`src/rtl/core/rcm_pkg.sv`:
```
// Shared types and constants of the RMS current meter.
package rcm_pkg;

    // Configuration port
    localparam int CFG_IDX_W  = 2;
    localparam int CFG_DATA_W = 32;

    typedef enum logic [CFG_IDX_W-1:0] {
        CFG_WINDOW_LENGTH     = 2'd0,
        CFG_CALIBRATION_GAIN  = 2'd1,
        CFG_SUPPLY_MILLIVOLTS = 2'd2
    } t_cfg_index;

    localparam int WINDOW_REG_W = 16;
    localparam int GAIN_W       = 32;
    localparam int SUPPLY_W     = 13;

    localparam logic [WINDOW_REG_W-1:0] WINDOW_RESET = 16'd1480;
    localparam logic [GAIN_W-1:0]       GAIN_RESET   = 32'd7281050;
    localparam logic [SUPPLY_W-1:0]     SUPPLY_RESET = 13'd3300;

    // Datapath widths
    localparam int SUM_W    = 64;
    localparam int ROOT_W   = 32;
    localparam int RATIO_W  = GAIN_W + SUPPLY_W;
    localparam int ACC_W    = RATIO_W + ROOT_W;
    localparam int MUL_W    = 32;
    localparam int CS_W     = 34;
    localparam int STEP_W   = 6;
    localparam int RESULT_W = 32;

    localparam int SCALE_DIVISOR = 1000;
    // Scaled value at or above this gives a quotient that no longer fits the result
    localparam logic [ACC_W-1:0] SAT_LIMIT = ACC_W'(SCALE_DIVISOR) << RESULT_W;

    // Division by 1000: q ~ ((x >> 10) * floor(2^41 / 1000)) >> 31, low by at most 4
    localparam int               SCALE_PRE_SHIFT  = 10;
    localparam int               SCALE_POST_SHIFT = 31;
    localparam logic [MUL_W-1:0] SCALE_RECIP      = 32'd2199023255;

    typedef enum logic [15:0] {
        ST_IDLE      = 16'b0000000000000001,
        ST_FILT      = 16'b0000000000000010,
        ST_MAG       = 16'b0000000000000100,
        ST_SQ        = 16'b0000000000001000,
        ST_ACC       = 16'b0000000000010000,
        ST_DIV_MEAN  = 16'b0000000000100000,
        ST_SQRT      = 16'b0000000001000000,
        ST_RATIO     = 16'b0000000010000000,
        ST_PLO       = 16'b0000000100000000,
        ST_PHI       = 16'b0000001000000000,
        ST_ACC_HI    = 16'b0000010000000000,
        ST_SCALE     = 16'b0000100000000000,
        ST_RECIP     = 16'b0001000000000000,
        ST_BACK      = 16'b0010000000000000,
        ST_FIX       = 16'b0100000000000000,
        ST_EMIT      = 16'b1000000000000000
    } t_state;

endpackage

```
`src/rtl/core/rcm_if.sv`:
```
// Valid/ready channel interfaces for samples and RMS results.
interface rcm_sample_if #(
    parameter int SAMPLE_BITS = 12
) ();
    logic                   valid;
    logic                   ready;
    logic [SAMPLE_BITS-1:0] sample;

    modport source (output valid, output sample, input ready);
    modport sink   (input valid, input sample, output ready);
endinterface

interface rcm_result_if
    import rcm_pkg::*;
();
    logic                valid;
    logic                ready;
    logic [RESULT_W-1:0] rms_current;

    modport source (output valid, output rms_current, input ready);
    modport sink   (input valid, input rms_current, output ready);
endinterface

```
`src/rtl/core/rms_current_meter.sv`:
```
// True-RMS current meter: DC offset tracking, sum of squares, divide, root and scaling.
//
// Samples arrive on i_smp (valid/ready); one RMS result per window leaves on o_res as
// unsigned Q16.16 amps, saturated at all ones. Window length, calibration gain and
// supply voltage are written through the i_cfg_* port; the user must do so only while the
// block is idle, which the block itself does not enforce. A sample is handled in steps:
// transfer, offset update, magnitude, square, accumulate. i_smp.ready is high only in
// the idle state, so a new sample is taken only once the previous one is done. The
// sample that closes a window adds a finishing sequence on one shared compare/subtract
// unit and one 32x32 multiplier: mean division, square root and scaling products. The
// division by 1000 is a reciprocal product, a back-multiply and compare/subtract
// corrections, skipped on saturation. The result is then loaded into the output register
// once that register is free. The result register parts the two sides: a pending result
// does not block new samples, but a next result waits for it to be taken, and no new
// sample is taken meanwhile. Reset (synchronous, active low) restores the default
// configuration, sets the offset to mid-scale and clears the sum, the count and the
// output valid.
module rms_current_meter
    import rcm_pkg::*;
#(
    parameter int SAMPLE_BITS  = 12,
    parameter int FILTER_SHIFT = 10,
    parameter int WINDOW_BITS  = 16
) (
    input  logic                  i_clk,
    input  logic                  i_rst_n,
    input  logic                  i_cfg_wr_en,
    input  logic [CFG_IDX_W-1:0]  i_cfg_index,
    input  logic [CFG_DATA_W-1:0] i_cfg_wdata,
    rcm_sample_if.sink            i_smp,
    rcm_result_if.source          o_res
);

    localparam int OFF_W = SAMPLE_BITS + FILTER_SHIFT;
    localparam int DIV_W = (WINDOW_BITS + 1 > 10) ? WINDOW_BITS + 1 : 10;
    localparam int K     = SAMPLE_BITS + FILTER_SHIFT;
    localparam logic [OFF_W-1:0] OFF_RESET = OFF_W'(1) << (OFF_W - 1);
    localparam logic [OFF_W:0]   ROUND_UP  = (OFF_W + 1)'((1 << FILTER_SHIFT) - 1);

    t_state                  r_state, n_state;
    logic [WINDOW_REG_W-1:0] r_window;
    logic [GAIN_W-1:0]       r_gain;
    logic [SUPPLY_W-1:0]     r_supply;
    logic [OFF_W-1:0]        r_off, n_off;
    logic [SUM_W-1:0]        r_sum, n_sum;
    logic [WINDOW_BITS-1:0]  r_seen, n_seen;
    logic [OFF_W-1:0]        r_sfx, n_sfx;
    logic [OFF_W-1:0]        r_mag, n_mag;
    logic [SUM_W-1:0]        r_prod, n_prod;
    logic [SUM_W-1:0]        r_quo, n_quo;
    logic [CS_W-1:0]         r_rem, n_rem;
    logic [DIV_W-1:0]        r_div, n_div;
    logic [ROOT_W-1:0]       r_root, n_root;
    logic [STEP_W-1:0]       r_step, n_step;
    logic [RATIO_W-1:0]      r_ratio, n_ratio;
    logic [ACC_W-1:0]        r_acc, n_acc;
    logic [RESULT_W-1:0]     r_res, n_res;
    logic                    r_out_valid, n_out_valid;
    logic [RESULT_W-1:0]     r_out_data, n_out_data;

    // Offset filter terms
    logic             filt_ge;
    logic [OFF_W-1:0] filt_up;
    logic [OFF_W:0]   filt_dn_sum;
    logic [OFF_W-1:0] filt_dn;
    logic [OFF_W-1:0] mag;

    // Accumulate and window terms
    logic [SUM_W:0]                  sum_wide;
    logic [SUM_W-1:0]                sum_sat;
    logic [WINDOW_BITS-1:0]          count;
    logic [WINDOW_BITS+WINDOW_REG_W-1:0] win_wide;
    logic [WINDOW_BITS-1:0]          win_raw;
    logic [WINDOW_BITS-1:0]          win;
    logic                            win_end;

    // Shared units
    logic [CS_W-1:0]  cs_a, cs_b, cs_diff;
    logic [CS_W:0]    cs_full;
    logic             cs_ge;
    logic [MUL_W-1:0] mul_a, mul_b;
    logic [SUM_W-1:0] mul_out;
    logic [ACC_W-1:0] scaled;

    assign filt_ge     = (r_sfx >= r_off);
    assign filt_up     = (r_sfx - r_off) >> FILTER_SHIFT;
    assign filt_dn_sum = {1'b0, r_off - r_sfx} + ROUND_UP;
    assign filt_dn     = OFF_W'(filt_dn_sum >> FILTER_SHIFT);
    assign mag         = (r_sfx >= r_off) ? r_sfx - r_off : r_off - r_sfx;

    assign sum_wide = {1'b0, r_sum} + {1'b0, r_prod};
    assign sum_sat  = sum_wide[SUM_W] ? {SUM_W{1'b1}} : sum_wide[SUM_W-1:0];
    assign count    = r_seen + WINDOW_BITS'(1);
    assign win_wide = {{WINDOW_BITS{1'b0}}, r_window};
    assign win_raw  = win_wide[WINDOW_BITS-1:0];
    assign win      = (win_raw == '0) ? WINDOW_BITS'(1) : win_raw;
    assign win_end  = (count == '0) || (count >= win);

    assign cs_full = {1'b0, cs_a} - {1'b0, cs_b};
    assign cs_ge   = ~cs_full[CS_W];
    assign cs_diff = cs_full[CS_W-1:0];
    assign mul_out = SUM_W'(mul_a) * SUM_W'(mul_b);
    assign scaled  = r_acc >> K;

    // Operand selection for the shared compare/subtract unit and multiplier
    always_comb begin
        cs_a  = '0;
        cs_b  = '0;
        mul_a = '0;
        mul_b = '0;
        case (r_state)
            ST_DIV_MEAN: begin
                cs_a = {r_rem[CS_W-2:0], r_quo[SUM_W-1]};
                cs_b = CS_W'(r_div);
            end
            ST_SQRT: begin
                cs_a = {r_rem[CS_W-3:0], r_quo[SUM_W-1:SUM_W-2]};
                cs_b = CS_W'({r_root, 2'b01});
            end
            ST_SQ: begin
                mul_a = MUL_W'(r_mag);
                mul_b = MUL_W'(r_mag);
            end
            ST_RATIO: begin
                mul_a = r_gain;
                mul_b = MUL_W'(r_supply);
            end
            ST_PLO: begin
                mul_a = r_ratio[MUL_W-1:0];
                mul_b = r_root;
            end
            ST_PHI: begin
                mul_a = MUL_W'(r_ratio[RATIO_W-1:MUL_W]);
                mul_b = r_root;
            end
            ST_RECIP: begin
                mul_a = r_quo[SCALE_PRE_SHIFT+MUL_W-1:SCALE_PRE_SHIFT];
                mul_b = SCALE_RECIP;
            end
            ST_BACK: begin
                // remainder is below 5000, so the low bits of the difference are exact
                mul_a = r_res;
                mul_b = MUL_W'(SCALE_DIVISOR);
                cs_a  = r_quo[CS_W-1:0];
                cs_b  = mul_out[CS_W-1:0];
            end
            ST_FIX: begin
                cs_a = r_rem;
                cs_b = CS_W'(SCALE_DIVISOR);
            end
            default: begin
            end
        endcase
    end

    // Sequencer
    always_comb begin
        n_state     = r_state;
        n_off       = r_off;
        n_sum       = r_sum;
        n_seen      = r_seen;
        n_sfx       = r_sfx;
        n_mag       = r_mag;
        n_prod      = r_prod;
        n_quo       = r_quo;
        n_rem       = r_rem;
        n_div       = r_div;
        n_root      = r_root;
        n_step      = r_step;
        n_ratio     = r_ratio;
        n_acc       = r_acc;
        n_res       = r_res;
        n_out_valid = r_out_valid && !o_res.ready;
        n_out_data  = r_out_data;
        case (r_state)
            ST_IDLE: begin
                if (i_smp.valid) begin
                    n_sfx   = {i_smp.sample[SAMPLE_BITS-1:0], {FILTER_SHIFT{1'b0}}};
                    n_state = ST_FILT;
                end
            end
            ST_FILT: begin
                n_off   = filt_ge ? r_off + filt_up : r_off - filt_dn;
                n_state = ST_MAG;
            end
            ST_MAG: begin
                n_mag   = mag;
                n_state = ST_SQ;
            end
            ST_SQ: begin
                n_prod  = mul_out;
                n_state = ST_ACC;
            end
            ST_ACC: begin
                if (win_end) begin
                    n_quo   = sum_sat;
                    n_sum   = '0;
                    n_seen  = '0;
                    // a wrapped count means a full 2^WINDOW_BITS window
                    n_div   = (count == '0) ? (DIV_W'(1) << WINDOW_BITS) : DIV_W'(count);
                    n_rem   = '0;
                    n_step  = '0;
                    n_state = ST_DIV_MEAN;
                end else begin
                    n_sum   = sum_sat;
                    n_seen  = count;
                    n_state = ST_IDLE;
                end
            end
            ST_DIV_MEAN: begin
                n_rem  = cs_ge ? cs_diff : cs_a;
                n_quo  = {r_quo[SUM_W-2:0], cs_ge};
                n_step = r_step + STEP_W'(1);
                if (r_step == STEP_W'(SUM_W - 1)) begin
                    n_rem   = '0;
                    n_root  = '0;
                    n_step  = '0;
                    n_state = ST_SQRT;
                end
            end
            ST_SQRT: begin
                n_rem  = cs_ge ? cs_diff : cs_a;
                n_root = {r_root[ROOT_W-2:0], cs_ge};
                n_quo  = {r_quo[SUM_W-3:0], 2'b00};
                n_step = r_step + STEP_W'(1);
                if (r_step == STEP_W'(ROOT_W - 1)) begin
                    n_state = ST_RATIO;
                end
            end
            ST_RATIO: begin
                n_ratio = mul_out[RATIO_W-1:0];
                n_state = ST_PLO;
            end
            ST_PLO: begin
                n_prod  = mul_out;
                n_state = ST_PHI;
            end
            ST_PHI: begin
                n_acc   = ACC_W'(r_prod);
                n_prod  = mul_out;
                n_state = ST_ACC_HI;
            end
            ST_ACC_HI: begin
                n_acc   = r_acc + (ACC_W'(r_prod) << MUL_W);
                n_state = ST_SCALE;
            end
            ST_SCALE: begin
                if (scaled >= SAT_LIMIT) begin
                    n_res   = {RESULT_W{1'b1}};
                    n_state = ST_EMIT;
                end else begin
                    n_quo   = scaled[SUM_W-1:0];
                    n_state = ST_RECIP;
                end
            end
            ST_RECIP: begin
                n_res   = mul_out[SCALE_POST_SHIFT+RESULT_W-1:SCALE_POST_SHIFT];
                n_state = ST_BACK;
            end
            ST_BACK: begin
                n_rem   = cs_diff;
                n_state = ST_FIX;
            end
            ST_FIX: begin
                // estimate is never high; bump it until the remainder is below 1000
                if (cs_ge) begin
                    n_rem = cs_diff;
                    n_res = r_res + RESULT_W'(1);
                end else begin
                    n_state = ST_EMIT;
                end
            end
            ST_EMIT: begin
                // wait until the output register is free
                if (!r_out_valid || o_res.ready) begin
                    n_out_valid = 1'b1;
                    n_out_data  = r_res;
                    n_state     = ST_IDLE;
                end
            end
            default: begin
                n_state = ST_IDLE;
            end
        endcase
    end

    always_ff @(posedge i_clk) begin
        if (!i_rst_n) begin
            r_state     <= ST_IDLE;
            r_off       <= OFF_RESET;
            r_sum       <= '0;
            r_seen      <= '0;
            r_out_valid <= 1'b0;
        end else begin
            r_state     <= n_state;
            r_off       <= n_off;
            r_sum       <= n_sum;
            r_seen      <= n_seen;
            r_out_valid <= n_out_valid;
        end
    end

    always_ff @(posedge i_clk) begin
        r_sfx      <= n_sfx;
        r_mag      <= n_mag;
        r_prod     <= n_prod;
        r_quo      <= n_quo;
        r_rem      <= n_rem;
        r_div      <= n_div;
        r_root     <= n_root;
        r_step     <= n_step;
        r_ratio    <= n_ratio;
        r_acc      <= n_acc;
        r_res      <= n_res;
        r_out_data <= n_out_data;
    end

    // Configuration registers; unknown indexes are dropped
    always_ff @(posedge i_clk) begin
        if (!i_rst_n) begin
            r_window <= WINDOW_RESET;
            r_gain   <= GAIN_RESET;
            r_supply <= SUPPLY_RESET;
        end else if (i_cfg_wr_en) begin
            case (i_cfg_index)
                CFG_WINDOW_LENGTH:     r_window <= i_cfg_wdata[WINDOW_REG_W-1:0];
                CFG_CALIBRATION_GAIN:  r_gain   <= i_cfg_wdata[GAIN_W-1:0];
                CFG_SUPPLY_MILLIVOLTS: r_supply <= i_cfg_wdata[SUPPLY_W-1:0];
                default: begin
                end
            endcase
        end
    end

    assign i_smp.ready       = (r_state == ST_IDLE);
    assign o_res.valid       = r_out_valid;
    assign o_res.rms_current = r_out_data;

endmodule

```
`src/flat_wrapper.sv`:
```
// flat-port wrapper written by rule: the top's interface ports become plain ports
module rms_current_meter_flat import rcm_pkg::*;
#(
    parameter int SAMPLE_BITS  = 12,
    parameter int FILTER_SHIFT = 10,
    parameter int WINDOW_BITS  = 16
)
  (i_clk, i_rst_n, i_cfg_wr_en, i_cfg_index, i_cfg_wdata, i_smp_valid, i_smp_sample, i_smp_ready, o_res_valid, o_res_rms_current, o_res_ready);
  rcm_sample_if #(.SAMPLE_BITS(SAMPLE_BITS)) i_smp_i ();
  rcm_result_if o_res_i ();
  input  logic i_clk;
  input  logic i_rst_n;
  input  logic i_cfg_wr_en;
  input  logic [CFG_IDX_W-1:0] i_cfg_index;
  input  logic [CFG_DATA_W-1:0] i_cfg_wdata;
  input wire logic [$bits(i_smp_i.valid)-1:0] i_smp_valid;
  input wire logic [$bits(i_smp_i.sample)-1:0] i_smp_sample;
  output wire logic [$bits(i_smp_i.ready)-1:0] i_smp_ready;
  output wire logic [$bits(o_res_i.valid)-1:0] o_res_valid;
  output wire logic [$bits(o_res_i.rms_current)-1:0] o_res_rms_current;
  input wire logic [$bits(o_res_i.ready)-1:0] o_res_ready;
  assign i_smp_i.valid = i_smp_valid;
  assign i_smp_i.sample = i_smp_sample;
  assign i_smp_ready = i_smp_i.ready;
  assign o_res_valid = o_res_i.valid;
  assign o_res_rms_current = o_res_i.rms_current;
  assign o_res_i.ready = o_res_ready;
  rms_current_meter #(.SAMPLE_BITS(SAMPLE_BITS), .FILTER_SHIFT(FILTER_SHIFT), .WINDOW_BITS(WINDOW_BITS)) u_core (.i_clk(i_clk), .i_rst_n(i_rst_n), .i_cfg_wr_en(i_cfg_wr_en), .i_cfg_index(i_cfg_index), .i_cfg_wdata(i_cfg_wdata), .i_smp(i_smp_i), .o_res(o_res_i));
endmodule
```
`config.mk`:
```
export PLATFORM = sky130hd
export DESIGN_NAME = rms_current_meter_flat
export DESIGN_NICKNAME = d
export VERILOG_FILES = /design/src/rtl/core/rcm_pkg.sv /design/src/rtl/core/rcm_if.sv /design/src/rtl/core/rms_current_meter.sv /design/src/flat_wrapper.sv
export SDC_FILE = /design/constraint.sdc
export NUM_CORES = 2
export LEC_CHECK = 0
export BUFFER_PORTS_ARGS = -buffer_cell sky130_fd_sc_hd__buf_2
export CORE_AREA = 2 2 279 556
export DETAILED_ROUTE_END_ITERATION = 12
export DIE_AREA = 0 0 281 558
export PLACE_DENSITY = 0.59
export SETUP_SLACK_MARGIN = 0.3
export SKIP_CTS_REPAIR_TIMING = 1
export SLEW_MARGIN = 0
export SYNTH_ARGS = -nofsm -noshare
export SYNTH_HDL_FRONTEND = slang
export SYNTH_SLANG_ARGS = --single-unit
```
`constraint.sdc`:
```
create_clock -name i_clk -period 12.6 [get_ports i_clk]
set_clock_uncertainty 0.15 [all_clocks]
set_input_delay 1.89 -clock i_clk [delete_from_list [all_inputs] [get_ports i_clk]]
set_output_delay 1.89 -clock i_clk [all_outputs]
set_load 0.005 [all_outputs]
```
==> summary.txt <==
Clock tree
  – CTS H-tree depth: 2
  – Reg clk slew, reported paths: 0.08 ns
  – Total CTS buffers: 51
  – Clk_lat worst skew: 0.66 ns
  – CTS tree: done
  – Clock Sinks: 595
  – Root buf cell: clkbuf_16
  – Maximum clock path buffer count: 3

Final layout
  – Area Growth Syn to Fin: 9.378%
  – Fin util: 48.86%
  – Share of cells above drive strength 1: 8.222%
  – Nets: 8,955

Timing
  – RSZ-0062 raised after global routing: false
  – Slew Viols, Final: 0
  – Final hold violation count: 0
  – Tmin final: 12.14 ns
  – Max Clk Rate: 82.39 MHz
  – Worst slew pin tran: 1.460 ns
  – Hold slack: 0.2932 ns
  – Relative slew margins: 1.888%
  – Endpoints failing setup: 0
  – Final worst-path cycle share: 96.32%

Critical path
  – Crit path max-delay family: adder cells
  – Cell mode on critical path: fa_1
  – Required time worst endpoint: 12.85 ns
  – Setup Crit Path Kind: reg2reg
  – Worst r2r src: u_core.r_state[2]$_SDFFE_PN0P_
  – CP startpoint: u_core.r_state[2]$_SDFFE_PN0P_
  – Critical path buffers and inverters: 3
  – Worst setup EP type: flop
  – Slowest-stage cell, CP: fa_1
  – CP Max Fanout: 22
  – Critical Path AT: 12.39 ns
  – CP peak stage delay: 0.66 ns
  – CP startpoint kind: flop

Status
  – Failing checks: max-capacitance violations
  – Status: finished, violations left

GRT
  – Total gr overflow: 0
  – Antenna violations before repair: 18
  – Largest net degree at the start of global routing: 136
  – First-pass GRT wire length: 433,900 um
  – Vias in the first global route: 60.77k
  – Gr usage total: 39.58%

Routing
  – Total number of vias: 58.51k
  – Post-DRT Antenna Nets: 0
  – DRT Pass-1 Iters: 6
  – Vias per std cell: 6.072
  – WL/cell: 32.14 um
  – Post-route DRC: 0
  – Starting DRC count in detailed routing: 5,561
  – Final WL: 309,700 um

Pwr
  – LEAKAGE: 0.03215 uW
  – PD cells: 55.35 nW/um^2
  – Max IR drop VDD: 0.09965 mV

Job
  – Max_cap viols: 1

Floorplanning
  – I/O Pins: 85
  – Die Span Y: 558 um
  – Cell Rows: 203
  – Die width: 281 um
  – Core Area: 152,700 sq um
  – Die ar.: 156,800 sq um
  – Initial Util: 44.67%

Logic synthesis
  – Synth cell count leaders: nand2_1 (1,128), inv_1 (981), fa_1 (901)
  – Asr flop ratio synth: 0%
  – Ranking of synthesized cells by area: fa_1 (26%), edfxtp_1 (18%), ha_1 (8.6%)
  – Primary FF master, synth: edfxtp_1
  – Seq cells post-synth: 595
  – Most frequent cell after synthesis: nand2_1
  – Mapped Cells: 7,479
  – Synth area leader: fa_1
  – Count of cell types in the netlist: 98
  – Syn nets: 8,900
  – Post-synth EDFFs: 415
  – Mapped cell area: 68,190 sq um
  – Area share of the largest cell type after synthesis: 26.45%
  – Syn Area/Cell: 9.118 sq um
  – Post-synthesis sequential area ratio: 23.56%
  – Yosys warns: 0

Hold path
  – Hold Path Class: reg2reg
  – Hold_sp: u_core.r_sum[49]$_SDFFE_PN0P_

Placed design
  – HPWL Detailed: 251,200 um
  – Port Buf Inserts: 84
  – Routability cong.: 1.076
## power by group
group	internal, uW	switching, uW	leakage (uW)
Sequential	2080	16.5	0.00523
Clock	858	851	0.000821
Combinational	114	205	0.0261
## sequential cells by signal, indices dropped and copies added, names as in the netlist
signal and count:
u_core.r_prod 64, u_core.r_quo 64, u_core.r_sum 64, u_core.r_acc 55, u_core.r_ratio 45, u_core.r_rem 34, u_core.o_res.rms_current 32, u_core.r_gain 32
u_core.r_res 32, u_core.r_root 32, u_core.r_mag 22, u_core.r_off 22, u_core.r_div 17, u_core.r_seen 16, u_core.r_state 16, u_core.r_window 16
u_core.r_supply 13, u_core.r_sfx 12, u_core.r_step 6, u_core.o_res.valid 1
## cell families after synthesis
kind of cell | Yosys count | synth area share, %
adder cells (fa/ha/maj) | 1370 | 35.06
AND/OR/NAND/NOR | 2451 | 15.74
buffers and inverters | 1382 | 7.902
XOR/XNOR | 315 | 4.046
flip-flops | 595 | 23.56
multiplexers | 11 | 0.1651
AO/OA/AOI/OAI | 1355 | 13.53
## cell type report
cell class | count | area (sq um)
Antenna cell | 9 | 22.52
Clock buffer | 65 | 1388
Clock inverter | 31 | 296.5
Fill cell | 14557 | 78060
Inverter | 981 | 3682
Multi-Input combinational cell | 5504 | 47470
Sequential cell | 595 | 16070
Tap cell | 2050 | 2565
Timing Repair Buffer | 401 | 3099
## cell usage in the layout, fill, tap and decap left out, types with 13 or more instances in the layout
| cell | instances |
|---|---|
| a211oi_1 | 21 |
| a21boi_0 | 65 |
| a21o_1 | 141 |
| a21oi_1 | 287 |
| a221o_1 | 69 |
| a221oi_1 | 20 |
| a221oi_4 | 18 |
| a222oi_1 | 53 |
| a22o_1 | 55 |
| a22oi_1 | 39 |
| a31oi_1 | 30 |
| and2_1 | 81 |
| and3_1 | 49 |
| buf_12 | 19 |
| buf_2 | 83 |
| buf_4 | 290 |
| clkbuf_16 | 53 |
| dfxtp_1 | 180 |
| edfxtp_1 | 415 |
| fa_1 | 900 |
| ha_1 | 468 |
| inv_1 | 981 |
| nand2_1 | 1127 |
| nand2b_1 | 45 |
| nand3_1 | 125 |
| nand4_1 | 57 |
| nor2_1 | 674 |
| nor2b_1 | 52 |
| nor3_1 | 78 |
| nor4_1 | 18 |
| o211ai_1 | 38 |
| o21a_1 | 29 |
| o21ai_0 | 299 |
| o21ai_1 | 13 |
| o21bai_1 | 36 |
| o31ai_1 | 15 |
| or3_1 | 28 |
| xnor2_1 | 185 |
| xor2_1 | 129 |
## path summary, 6_finish.rpt
kind,cells past startpoint,to,slack (ns)
worst min register to register,2,u_core.r_sum[49]$_SDFFE_PN0P_,0.29
worst max register to register,32,u_core.r_res[22]$_DFFE_PP_,0.46
worst max-delay path,32,u_core.r_res[22]$_DFFE_PP_,0.46
worst min-delay path,2,u_core.r_sum[49]$_SDFFE_PN0P_,0.29
## routing by layer
metal  GRT usage (%)  routed length [um]  share of wire (%)  up-vias
met4           43.63               43080                 14        8
met2           68.70              153500                 50     2884
met1           37.90               93900                 30    29473
met5               0                  34              0.011        -
met3           5.966               19200                6.2     1232
li1                -                   -                  -    24915
## worst min-delay path, stage by stage (launching register included)
cell and delay, ns:
dfxtp_1 0.32, nand2_1 0.05, nand2_1 0.04
## through the flow
step           instance area [sq um]  instances  power (uW)  worst slack, ns  setup TNS, ns
6_report                       74590       9636        4128           0.4633              0
2_1_floorplan                  68200       7479        2355           0.4539              0
5_1_grt                        74570       9629        4228           0.2549              0
3_3_place_gp                   72280       9506        2453          -0.1330        -0.2423
3_5_place_dp                   72280       9506        2458         -0.02899       -0.02899
4_1_cts                        73970       9602        4146          -0.1079        -0.1212
Power figures use the tool's default switching activity.
